==> config.mk <==
export PLATFORM = sky130hd
export DESIGN_NAME = utf8_stream_decoder_flat
export DESIGN_NICKNAME = d
export VERILOG_FILES = /design/src/sv/utf8sd_pkg.sv /design/src/sv/utf8sd_text_if.sv /design/src/sv/utf8sd_result_if.sv /design/src/sv/utf8sd_front.sv /design/src/sv/utf8sd_queue.sv /design/src/sv/utf8sd_back.sv /design/src/sv/utf8_stream_decoder.sv /design/src/flat_wrapper.sv
export SDC_FILE = /design/constraint.sdc
export NUM_CORES = 1
export LEC_CHECK = 0
export ABC_AREA = 1
export ABC_CLOCK_PERIOD_IN_PS = 4900
export BUFFER_PORTS_ARGS = -buffer_cell sky130_fd_sc_hd__buf_2
export CORE_MARGIN = 1.5
export CORE_UTILIZATION = 54
export CTS_CLUSTER_DIAMETER = 120
export DETAILED_ROUTE_END_ITERATION = 8
export PLACE_DENSITY = 0.77
export SETUP_SLACK_MARGIN = 0.4
export SLEW_MARGIN = 20
export SYNTH_ARGS = -nofsm -noshare
export SYNTH_HDL_FRONTEND = slang
export SYNTH_SLANG_ARGS = --single-unit
==> constraint.sdc <==
create_clock -name clk -period 4.9 [get_ports clk]
set_input_delay 0.245 -clock clk [delete_from_list [all_inputs] [get_ports clk]]
set_output_delay 0.245 -clock clk [all_outputs]
set_load 0.05 [all_outputs]
==> src/sv/utf8sd_pkg.sv <==
package utf8sd_pkg;

	localparam int BYTE_W = 8;
	localparam int CP_W = 31;
	localparam int STATUS_W = 2;
	localparam int PEND_W = 3;

	localparam logic [PEND_W-1:0] PEND_NONE = 3'd0;
	localparam logic [PEND_W-1:0] PEND_MAX = 3'd5;

	localparam logic [STATUS_W-1:0] ST_OK = 2'd0;
	localparam logic [STATUS_W-1:0] ST_STRAY = 2'd1;
	localparam logic [STATUS_W-1:0] ST_TRUNCATED = 2'd2;

	localparam int KIND_W = 2;
	localparam logic [KIND_W-1:0] KIND_ASCII = 2'd0;
	localparam logic [KIND_W-1:0] KIND_STRAY = 2'd1;
	localparam logic [KIND_W-1:0] KIND_MULTI = 2'd2;

	localparam int QUEUE_DEPTH = 2;
	localparam int QUEUE_AW = (QUEUE_DEPTH > 1) ? $clog2(QUEUE_DEPTH) : 1;
	localparam int QUEUE_CW = $clog2(QUEUE_DEPTH + 1);

	typedef struct packed {
		logic [BYTE_W-1:0] text_byte;
		logic end_of_text;
		logic [KIND_W-1:0] kind;
		logic [PEND_W-1:0] lead_pending;
		logic [CP_W-1:0] lead_value;
	} item_t;

	typedef struct packed {
		logic [CP_W-1:0] code_point;
		logic [STATUS_W-1:0] status;
		logic text_done;
	} result_t;

endpackage

==> src/sv/utf8sd_text_if.sv <==
interface utf8sd_text_if;
	logic valid;
	logic ready;
	logic [utf8sd_pkg::BYTE_W-1:0] text_byte;
	logic end_of_text;

	modport source (output valid, output text_byte, output end_of_text, input ready);
	modport sink (input valid, input text_byte, input end_of_text, output ready);
endinterface

==> src/sv/utf8sd_result_if.sv <==
interface utf8sd_result_if;
	logic valid;
	logic ready;
	logic [utf8sd_pkg::CP_W-1:0] code_point;
	logic [utf8sd_pkg::STATUS_W-1:0] status;
	logic text_done;

	modport source (output valid, output code_point, output status, output text_done,
		input ready);
	modport sink (input valid, input code_point, input status, input text_done,
		output ready);
endinterface

==> src/sv/utf8sd_front.sv <==
module utf8sd_front (
	input  logic clk,
	input  logic arst_n,
	utf8sd_text_if.sink text,
	output logic push,
	output utf8sd_pkg::item_t push_item,
	input  logic queue_full
);

	localparam logic [7:0] LEAD1_LIMIT = 8'h80;
	localparam logic [7:0] LEAD2_MASK = 8'hC0;
	localparam logic [7:0] LEAD3_MASK = 8'hE0;
	localparam logic [7:0] LEAD4_MASK = 8'hF0;
	localparam logic [7:0] LEAD5_MASK = 8'hF8;
	localparam logic [7:0] LEAD6_MASK = 8'hFC;

	utf8sd_pkg::item_t cls;
	utf8sd_pkg::item_t item_s1;
	logic valid_s1;
	logic load;
	logic [7:0] b;

	assign b = text.text_byte;

	always_comb begin
		cls.text_byte = b;
		cls.end_of_text = text.end_of_text;
		cls.kind = utf8sd_pkg::KIND_MULTI;
		cls.lead_pending = utf8sd_pkg::PEND_NONE;
		cls.lead_value = '0;
		if ((b & LEAD6_MASK) == LEAD6_MASK) begin
			cls.lead_pending = 3'd5;
			cls.lead_value = {b[0], 30'd0};
		end else if ((b & LEAD5_MASK) == LEAD5_MASK) begin
			cls.lead_pending = 3'd4;
			cls.lead_value = utf8sd_pkg::CP_W'({b[1:0], 24'd0});
		end else if ((b & LEAD4_MASK) == LEAD4_MASK) begin
			cls.lead_pending = 3'd3;
			cls.lead_value = utf8sd_pkg::CP_W'({b[2:0], 18'd0});
		end else if ((b & LEAD3_MASK) == LEAD3_MASK) begin
			cls.lead_pending = 3'd2;
			cls.lead_value = utf8sd_pkg::CP_W'({b[3:0], 12'd0});
		end else if ((b & LEAD2_MASK) == LEAD2_MASK) begin
			cls.lead_pending = 3'd1;
			cls.lead_value = utf8sd_pkg::CP_W'({b[4:0], 6'd0});
		end else if (b < LEAD1_LIMIT) begin
			cls.kind = utf8sd_pkg::KIND_ASCII;
		end else begin
			cls.kind = utf8sd_pkg::KIND_STRAY;
		end
	end

	assign push = valid_s1 && !queue_full;
	assign text.ready = !valid_s1 || !queue_full;
	assign load = text.valid && text.ready;
	assign push_item = item_s1;

	always_ff @(posedge clk or negedge arst_n) begin
		if (!arst_n) begin
			valid_s1 <= 1'b0;
		end else if (text.ready) begin
			valid_s1 <= text.valid;
		end
	end

	always_ff @(posedge clk) begin
		if (load) begin
			item_s1 <= cls;
		end
	end

endmodule

==> src/sv/utf8sd_queue.sv <==
module utf8sd_queue (
	input  logic clk,
	input  logic arst_n,
	input  logic push,
	input  utf8sd_pkg::item_t push_item,
	output logic full,
	input  logic pop,
	output utf8sd_pkg::item_t pop_item,
	output logic not_empty
);

	utf8sd_pkg::item_t mem [utf8sd_pkg::QUEUE_DEPTH];
	logic [utf8sd_pkg::QUEUE_AW-1:0] wr_ptr_q;
	logic [utf8sd_pkg::QUEUE_AW-1:0] rd_ptr_q;
	logic [utf8sd_pkg::QUEUE_CW-1:0] count_q;
	logic do_push;
	logic do_pop;

	assign full = (count_q == utf8sd_pkg::QUEUE_CW'(utf8sd_pkg::QUEUE_DEPTH));
	assign not_empty = (count_q != '0);
	assign do_push = push && !full;
	assign do_pop = pop && not_empty;
	assign pop_item = mem[rd_ptr_q];

	function automatic logic [utf8sd_pkg::QUEUE_AW-1:0] next_ptr(
		input logic [utf8sd_pkg::QUEUE_AW-1:0] p
	);
		if (p == utf8sd_pkg::QUEUE_AW'(utf8sd_pkg::QUEUE_DEPTH - 1)) begin
			return '0;
		end
		return p + 1'b1;
	endfunction

	always_ff @(posedge clk or negedge arst_n) begin
		if (!arst_n) begin
			wr_ptr_q <= '0;
			rd_ptr_q <= '0;
			count_q <= '0;
		end else begin
			if (do_push) begin
				wr_ptr_q <= next_ptr(wr_ptr_q);
			end
			if (do_pop) begin
				rd_ptr_q <= next_ptr(rd_ptr_q);
			end
			if (do_push && !do_pop) begin
				count_q <= count_q + 1'b1;
			end else if (do_pop && !do_push) begin
				count_q <= count_q - 1'b1;
			end
		end
	end

	always_ff @(posedge clk) begin
		if (do_push) begin
			mem[wr_ptr_q] <= push_item;
		end
	end

	assert property (@(posedge clk) disable iff (!arst_n)
		count_q <= utf8sd_pkg::QUEUE_CW'(utf8sd_pkg::QUEUE_DEPTH))
		else $error("queue count exceeds depth");

endmodule

==> src/sv/utf8sd_back.sv <==
module utf8sd_back (
	input  logic clk,
	input  logic arst_n,
	input  logic item_valid,
	input  utf8sd_pkg::item_t item,
	output logic take,
	utf8sd_result_if.source result
);

	logic [utf8sd_pkg::PEND_W-1:0] pending_q;
	logic [utf8sd_pkg::CP_W-1:0] partial_q;
	logic out_valid_q;
	utf8sd_pkg::result_t out_q;

	logic [utf8sd_pkg::PEND_W-1:0] pending_d;
	logic [utf8sd_pkg::CP_W-1:0] partial_d;
	logic emit;
	utf8sd_pkg::result_t res_d;
	logic [4:0] shift;
	logic [utf8sd_pkg::PEND_W-1:0] pend_dec;
	logic [utf8sd_pkg::CP_W-1:0] merged;

	assign take = item_valid && (!out_valid_q || result.ready);
	assign pend_dec = pending_q - 1'b1;

	always_comb begin
		unique case (pending_q)
			3'd1: shift = 5'd0;
			3'd2: shift = 5'd6;
			3'd3: shift = 5'd12;
			3'd4: shift = 5'd18;
			default: shift = 5'd24;
		endcase
	end

	assign merged = partial_q | (utf8sd_pkg::CP_W'(item.text_byte[5:0]) << shift);

	always_comb begin
		pending_d = pending_q;
		partial_d = partial_q;
		emit = 1'b0;
		res_d.code_point = '0;
		res_d.status = utf8sd_pkg::ST_OK;
		res_d.text_done = item.end_of_text;
		if (pending_q == utf8sd_pkg::PEND_NONE) begin
			unique case (item.kind)
				utf8sd_pkg::KIND_ASCII: begin
					emit = 1'b1;
					partial_d = '0;
					res_d.code_point = utf8sd_pkg::CP_W'(item.text_byte);
				end
				utf8sd_pkg::KIND_STRAY: begin
					emit = 1'b1;
					partial_d = '0;
					res_d.status = utf8sd_pkg::ST_STRAY;
				end
				default: begin
					pending_d = item.lead_pending;
					partial_d = item.lead_value;
				end
			endcase
		end else begin
			pending_d = pend_dec;
			if (pend_dec == utf8sd_pkg::PEND_NONE) begin
				emit = 1'b1;
				partial_d = '0;
				res_d.code_point = merged;
			end else begin
				partial_d = merged;
			end
		end
		if (!emit && item.end_of_text) begin
			emit = 1'b1;
			pending_d = utf8sd_pkg::PEND_NONE;
			partial_d = '0;
			res_d.code_point = '0;
			res_d.status = utf8sd_pkg::ST_TRUNCATED;
			res_d.text_done = 1'b1;
		end
	end

	always_ff @(posedge clk or negedge arst_n) begin
		if (!arst_n) begin
			pending_q <= utf8sd_pkg::PEND_NONE;
			partial_q <= '0;
			out_valid_q <= 1'b0;
		end else begin
			if (take) begin
				pending_q <= pending_d;
				partial_q <= partial_d;
				out_valid_q <= emit;
			end else if (result.ready) begin
				out_valid_q <= 1'b0;
			end
		end
	end

	always_ff @(posedge clk) begin
		if (take && emit) begin
			out_q <= res_d;
		end
	end

	assign result.valid = out_valid_q;
	assign result.code_point = out_q.code_point;
	assign result.status = out_q.status;
	assign result.text_done = out_q.text_done;

	assert property (@(posedge clk) disable iff (!arst_n)
		out_valid_q && out_q.status != utf8sd_pkg::ST_OK |-> out_q.code_point == '0)
		else $error("error result carries a nonzero code point");

	assert property (@(posedge clk) disable iff (!arst_n)
		out_valid_q && out_q.status == utf8sd_pkg::ST_TRUNCATED |-> out_q.text_done)
		else $error("truncated result without end of text");

	assert property (@(posedge clk) disable iff (!arst_n)
		take && item.end_of_text |=> pending_q == utf8sd_pkg::PEND_NONE)
		else $error("decoder state not idle after end of text");

	assert property (@(posedge clk) disable iff (!arst_n)
		pending_q <= utf8sd_pkg::PEND_MAX)
		else $error("pending byte count out of range");

endmodule

==> src/sv/utf8_stream_decoder.sv <==
// Decodes UTF-8 text, one byte per beat on the text channel, into code points on
// the result channel, following the original scheme of one to six bytes per
// sequence (0xFE and 0xFF act as six-byte leads, overlong forms pass, and the top
// two bits of following bytes are ignored). A result beat is given when a sequence
// completes (status 0), when a continuation byte shows up in lead position
// (status 1, code point 0), or when end_of_text arrives inside a sequence
// (status 2, code point 0, text_done 1); after the last byte the decoder is idle.
// The block sustains one byte per cycle while the result channel is ready. A byte
// passes through the classifying input register and then the two-entry queue
// ahead of the decode stage, whose output register holds the result until it is
// taken.
module utf8_stream_decoder (
	input logic clk,
	input logic arst_n,
	utf8sd_text_if.sink text,
	utf8sd_result_if.source result
);

	logic push;
	utf8sd_pkg::item_t push_item;
	logic queue_full;
	logic pop;
	utf8sd_pkg::item_t pop_item;
	logic not_empty;

	utf8sd_front u_front (
		.clk(clk),
		.arst_n(arst_n),
		.text(text),
		.push(push),
		.push_item(push_item),
		.queue_full(queue_full)
	);

	utf8sd_queue u_queue (
		.clk(clk),
		.arst_n(arst_n),
		.push(push),
		.push_item(push_item),
		.full(queue_full),
		.pop(pop),
		.pop_item(pop_item),
		.not_empty(not_empty)
	);

	utf8sd_back u_back (
		.clk(clk),
		.arst_n(arst_n),
		.item_valid(not_empty),
		.item(pop_item),
		.take(pop),
		.result(result)
	);

endmodule

==> src/flat_wrapper.sv <==
// flat-port wrapper written by rule: the top's interface ports become plain ports
module utf8_stream_decoder_flat 
  (clk, arst_n, text_valid, text_text_byte, text_end_of_text, text_ready, result_valid, result_code_point, result_status, result_text_done, result_ready);
  utf8sd_text_if text_i ();
  utf8sd_result_if result_i ();
  input logic clk;
  input logic arst_n;
  input wire logic [$bits(text_i.valid)-1:0] text_valid;
  input wire logic [$bits(text_i.text_byte)-1:0] text_text_byte;
  input wire logic [$bits(text_i.end_of_text)-1:0] text_end_of_text;
  output wire logic [$bits(text_i.ready)-1:0] text_ready;
  output wire logic [$bits(result_i.valid)-1:0] result_valid;
  output wire logic [$bits(result_i.code_point)-1:0] result_code_point;
  output wire logic [$bits(result_i.status)-1:0] result_status;
  output wire logic [$bits(result_i.text_done)-1:0] result_text_done;
  input wire logic [$bits(result_i.ready)-1:0] result_ready;
  assign text_i.valid = text_valid;
  assign text_i.text_byte = text_text_byte;
  assign text_i.end_of_text = text_end_of_text;
  assign text_ready = text_i.ready;
  assign result_valid = result_i.valid;
  assign result_code_point = result_i.code_point;
  assign result_status = result_i.status;
  assign result_text_done = result_i.text_done;
  assign result_i.ready = result_ready;
  utf8_stream_decoder u_core (.clk(clk), .arst_n(arst_n), .text(text_i), .result(result_i));
endmodule
==> After elaboration in Yosys (flattened, before gate mapping) <==
Memory sizes are Yosys's and may differ from the RTL's.
Index checks and enable logic that the tools add are counted.
W data, S select, Z words.
{ "totals": {"ramBits": 90, "word_cells": 113, "output_inout_bits": 36, "n_memories": 1, "reg_bits": 119} }
{ "mem_list": {"columns": ["name", "depth", "width", "read_ports", "rd_ports_with_merged_regs", "write_ports", "line_no", "text"], "rows": [
  ["u_core.u_queue.mem", 2, 45, 1, 0, 1, "utf8sd_queue.sv:12", "utf8sd_pkg::item_t mem [utf8sd_pkg::QUEUE_DEPTH];"]
]} }
{ "classes": {"n_shift": 1, "add_sub_neg": 5, "bitwise": 3, "magnitude_cmp": 1, "reduce_logical": 31, "muxes": 37, "n_eq_ne": 12} }
{ "op_table": {"columns": ["op", "n"], "rows": [
  ["$mux W31", 7],
  ["$mux W33", 2],
  ["$mux W32", 2],
  ["$or A31 B31 Y31", 1],
  ["$shl A6 B5 Y31", 1],
  ["$pmux W5 S4", 1],
  ["$mux W1", 18],
  ["$reduce_or A5 Y1", 2],
  ["$logic_and A1 B1 Y1", 9],
  ["$mux W3", 3],
  ["$lt A8 B8 Y1 const B", 1],
  ["$mux W8", 1],
  ["$eq A3 B2 Y1 const B", 2],
  ["$eq A3 B3 Y1 const B", 2],
  ["$eq A6 B6 Y1 const B", 1],
  ["$logic_not A1 Y1", 6],
  ["$logic_not A3 Y1", 2],
  ["$mux W2", 3],
  ["$reduce_bool A2 Y1", 3],
  ["$reduce_or A2 Y1", 3],
  ["$eq A5 B5 Y1 const B", 1],
  ["$eq A2 B2 Y1 const B", 2],
  ["$eq A4 B4 Y1 const B", 1],
  ["$reduce_or A4 Y1", 1],
  ["other kinds (12)", 15]
]} }

==> Logic depth before layout (Yosys ltp) <==
An unclocked memory read counts as a cell.
{ "depth": {"depth_word": 9, "ltp_mapped": 13} }

==> Modules after synthesis <==
Synthesis repeated with hierarchy kept, for this count alone.
{ "hier_totals": {"hier_cells": 836, "hier_area_um2": 8577.0} }
{ "modules_own_cells": {"columns": ["module", "instances", "cells_per_inst", "area_per_inst_um2"], "rows": [
  ["utf8sd_back", 1, 474, 3787.4],
  ["utf8sd_queue", 1, 266, 3558.4],
  ["utf8sd_front", 1, 96, 1231.2]
]} }

==> Worst setup path after synthesis <==
Ideal clock, no wire load.
{ "synth_path": {"path_kind": "register to register", "startpoint": "register u_core.u_back.pending_q[0] (netlist name)", "endpoint": "register u_core.u_back.out_q (netlist bit u_core.u_back.result.code_point[0]), enable pin", "path_slack_ps": 2492, "setup_time_ps": 389, "path_stages_with_launch": 11, "arrival_ps": 2019, "path_cell_list": "dfrtp_1 -> inv_1 -> ha_1 -> inv_1 -> nor2_8 -> inv_2 -> nand3_2 -> buf_6 -> nand3_1 -> nand2_1 -> inv_1"} }
{ "synth_between": {"elab_chain_cells": 8, "word_cells_on_any_way": 9, "classes_between": "1 x add/sub; 3 x mux; 5 x reduce/logical"} }
{ "synth_lines": {"columns": ["element", "line_no", "text"], "rows": [
  ["from (decl)", "utf8sd_back.sv:10", "logic [utf8sd_pkg::PEND_W-1:0] pending_q;"],
  ["from (signal assigned)", "utf8sd_back.sv:84", "pending_q <= utf8sd_pkg::PEND_NONE;"],
  ["from (signal assigned)", "utf8sd_back.sv:89", "pending_q <= pending_d;"],
  ["$sub A3 B1 Y3", "utf8sd_back.sv:24", "assign pend_dec = pending_q - 1'b1;"],
  ["$logic_not A3 Y1", "utf8sd_back.sv:64", "if (pend_dec == utf8sd_pkg::PEND_NONE) begin"],
  ["$mux W1", "utf8sd_back.sv:64", null],
  ["$mux W1 *", "utf8sd_back.sv:45", "if (pending_q == utf8sd_pkg::PEND_NONE) begin"],
  ["$logic_not A1 Y1", "utf8sd_back.sv:72", "if (!emit && item.end_of_text) begin"],
  ["$logic_and A1 B1 Y1", "utf8sd_back.sv:72", null],
  ["$mux W1 *", "utf8sd_back.sv:72", null],
  ["$logic_and A1 B1 Y1 *", "utf8sd_back.sv:99", "if (take && emit) begin"],
  ["to (signal assigned)", "utf8sd_back.sv:100", "out_q <= res_d;"],
  ["to (decl)", "utf8sd_back.sv:13", "utf8sd_pkg::result_t out_q;"]
]} }
Mark *: on every way between the ends. The rest lies on a longest branch, timed or not.
A chain may end at the register's enable or synchronous reset.

==> Final worst setup path <==
{ "layout_path": {"startpoint": "register u_core.u_back.pending_q[0] (netlist name)", "endpoint": "register u_core.u_back.out_q (netlist bit u_core.u_back.result.code_point[2]), enable pin"} }
The elaborated chain is that of the path after synthesis.

==> run_results.csv <==
group,metric,value,unit
timing,layout_min_cycle_time,3233,ps
cts,ctsRootBufferMaster,"clkbuf_16",
min_path,hp-class,"input pin to flip-flop",
floorplan,fp.coreArea,0.01267,mm^2
route,wl,14.32,mm
timing,finalCritPeriodShare,65.97,%
route,num_vias,4652,
flow_run,maxCapViolations,0,
synthesis,yosys_warnings,0,
synthesis,ys_ff_latch,161,
cts,clk_latency,430,ps
route,vias_per_cell,5.251,
floorplan,fp-row-count,41,
timing,fmax,309.3,MHz
floorplan,start_util,55.76,%
setup_path,start_kind,"flip-flop",
floorplan,ios,49,
setup_path,path_class,"flip-flop to flip-flop",
setup_path,cp.required,4970,ps
setup_path,critPathMaxFanout,34,
floorplan,die_area,0.01378,mm^2
global_route,grt_pass1_vias,4611,
finish,finish.cell_count_without_fillers,886,
route,detail_route.drc_violations,0,
synthesis,synth_fp_nets,666,
cts,cts.sinks,161,
synthesis,synth_top_family_by_area,"simple AND/OR/NAND/NOR gates",
global_route,antenna_found_initial,0,
timing,tightestPinTransition,1107,ps
floorplan,die_y,117.4,um
cts,cts_resized,0,
place,dp.cells,849,
timing,rsz0062_at_grt,"no",
run_status,outcome,"complete, no violations",
timing,slew_headroom,26.20,%
synthesis,syn_area_per_cell,10.94,um^2
synthesis,synth-simple-area-share,17.30,%
timing,fin_skew,9.505,ps
route,drt_iter0_markers,401,
global_route,grt_use_total,21.94,%
timing,hold_viol_final,0,
finish,n_antenna_cell,0,
route,drt-pass1-iter-count,5,
cts,cts_max_level,4,
finish,fin_nets,721,
place,numPortBuffers,48,
cts,cts_max_path_buffers,2,
global_route,grt_first_pass_wirelength,23.07,mm
place,dp_hpwl,9.924,mm
cts,cts_setup_buffers,0,
cts,cts_made_buffers,17,
global_route,grt_max_degree,41,
synthesis,synth.distinct_cells,40,
synthesis,yosysSeqAreaShare,65.59,%
synthesis,synthMuxAreaShare,0.4250,%
floorplan,dieWidth,117.4,um
synthesis,syn-instance-count,646,
finish,drive_gt1_share,17.51,%
route,wl_per_cell,16.17,um
timing,report.final.slew_viol_count,0,
place,gp_congestion,0.8687,
timing,fin_tns_setup,0,ps
cts,clk_pin_slew,60,ps
global_route,grt-ovfl-total,0,
route,ant_nets,0,
synthesis,synthXorXnorAreaFrac,0.6021,%
synthesis,synth_compound_area_share,8.748,%
cts,cts_tree,"yes",
cts,ctsHoldBuffers,5,
finish,area_delta_synth_final,14.38,%
timing,timing.hold.ws,32.66,ps
synthesis,yosys.area_share.adder,1.240,%
setup_path,worst_setup_path_end_kind,"flip-flop",
setup_path,crit_arrival,3300,ps
timing,setup_viol,0,
synthesis,synth_area,0.007066,mm^2
[per-stage QoR]
| step | worst slack [ps] | instance area (um^2) | utilization [%] |
|---|---|---|---|
| 3_5_place_dp | 1674 | 7423 | 58.59 |
| 5_1_grt | 1397 | 8082 | 63.78 |
| 6_report | 1667 | 8082 | 63.78 |
| 3_3_place_gp | 1800 | 7423 | 58.59 |
| 4_1_cts | 1665 | 8082 | 63.78 |
| 2_1_floorplan | 2492 | 7066 | - |
[cells in the mapped netlist]
cell type  instances  area (um^2)
o21bai_1           2        15.01
buf_6              5        56.30
nor2_2             1        6.260
dfrtp_1           40         1001
nor2_8             1        20.02
a22oi_1            2        15.01
nand2_4            2        22.52
o21ai_0           15        75.07
a22oi_2            8        100.1
nand2_2            3        18.77
or2_1              1        6.260
nand3b_1           2        15.01
nand3_1           41        205.2
ha_1               7        87.58
inv_1             70        262.8
nand4_1           15        93.84
edfxtp_1         121         3633
a31oi_1            1        6.260
buf_4              4        30.03
o21ai_1            3        15.01
buf_2              4        20.02
o21ai_2            1        8.760
a21oi_1           44        220.2
a21oi_2           11        96.34
nor3_1             4        20.02
xor2_1             2        17.52
a21oi_4            2        32.53
o22a_1             1        8.760
inv_4              2        12.51
nand2_1          174        653.1
buf_1              1        3.750
xnor2_1            1        8.760
xnor2_2            1        16.27
nand3_2            2        20.02
nor2_1            32        120.1
mux2i_1            3        30.03
inv_2              4        15.01
clkbuf_1           8        30.03
o22ai_1            4        25.02
nand4_4            1        21.27
[layout by cell type (no fill, tap or decap), types with 5 or more instances in the layout]
cell type and instances:
nand2_1 174, edfxtp_1 121, inv_1 69, buf_2 48, a21oi_1 44, nand3_1 41, dfrtp_1 40, nor2_1 30
clkbuf_16 17, o21ai_0 15, nand4_1 15, a21oi_2 11, a22oi_2 8, ha_1 7, inv_2 5, dlygate4sd3_1 5
buf_4 5
[metal layers]
metal	GRT usage, %	vias to the layer above	part of all wire [%]
met3	6.177	29	6.2
met5	0	-	0
met2	35.74	148	49
met1	27.87	2182	42
met4	8.796	0	2.5
li1	-	2293	-
[state kept, by name, indices dropped and copies added (netlist names)]
name                             cells
u_core.u_back.partial_q             31
u_core.u_back.pending_q              3
u_core.u_back.result.code_point     31
u_core.u_back.result.status          2
u_core.u_back.result.text_done       1
u_core.u_back.result.valid           1
u_core.u_front.push_item            29
u_core.u_front.valid_s1              1
u_core.u_queue.count_q               2
u_core.u_queue.mem                  58
u_core.u_queue.rd_ptr_q              1
u_core.u_queue.wr_ptr_q              1
[critical path: stages, from the launching register on]
cell,delay [ps]
dfrtp_1,420
inv_1,130
ha_1,240
inv_1,160
nor2_8,50
inv_2,470
nand3_2,630
nand3_1,230
nand2_1,80
inv_1,60
buf_4,380
[final timing paths]
check                      cells after the start                          from                            endpoint  slack [ps]
max                                           10    u_core.u_back.pending_q[0]  u_core.u_back.result.code_point[2]        1670
min                                            1             text_text_byte[4]        u_core.u_front.push_item[41]          30
max reg2reg                                   10    u_core.u_back.pending_q[0]  u_core.u_back.result.code_point[2]        1670
min reg2reg                                    0  u_core.u_front.push_item[32]           u_core.u_queue.mem[1][32]         450
max in group asynchronous                      2                        arst_n         u_core.u_back.partial_q[12]        3780
min in group asynchronous                      2                        arst_n         u_core.u_back.partial_q[20]         520
[logic make-up (layout without fill, tap and decap cells)]
| group | count (synthesis) | in the layout |
|---|---|---|
| adders and majority gates | 7 | 7 |
| buffers and inverters | 98 | 166 |
| AOI/OAI and AO/OA | 94 | 94 |
| and+or+nand+nor | 279 | 279 |
| xor gates and xnor gates | 4 | 4 |
| DFF | 161 | 161 |
| muxes | 3 | 3 |
[area by class of cell]
cell class | count | area (um^2)
clock buffer | 18 | 429.2
clock inverter | 14 | 178.9
fill | 998 | 4589
inverter | 76 | 290.3
multi-input combinational | 387 | 2006
sequential | 161 | 4634
tap | 172 | 215.2
timing repair buffer | 58 | 327.8
Power is left out: the tool's default activity adds up to more than one toggle a clock period on the data nets, which glitch-free logic cannot reach.
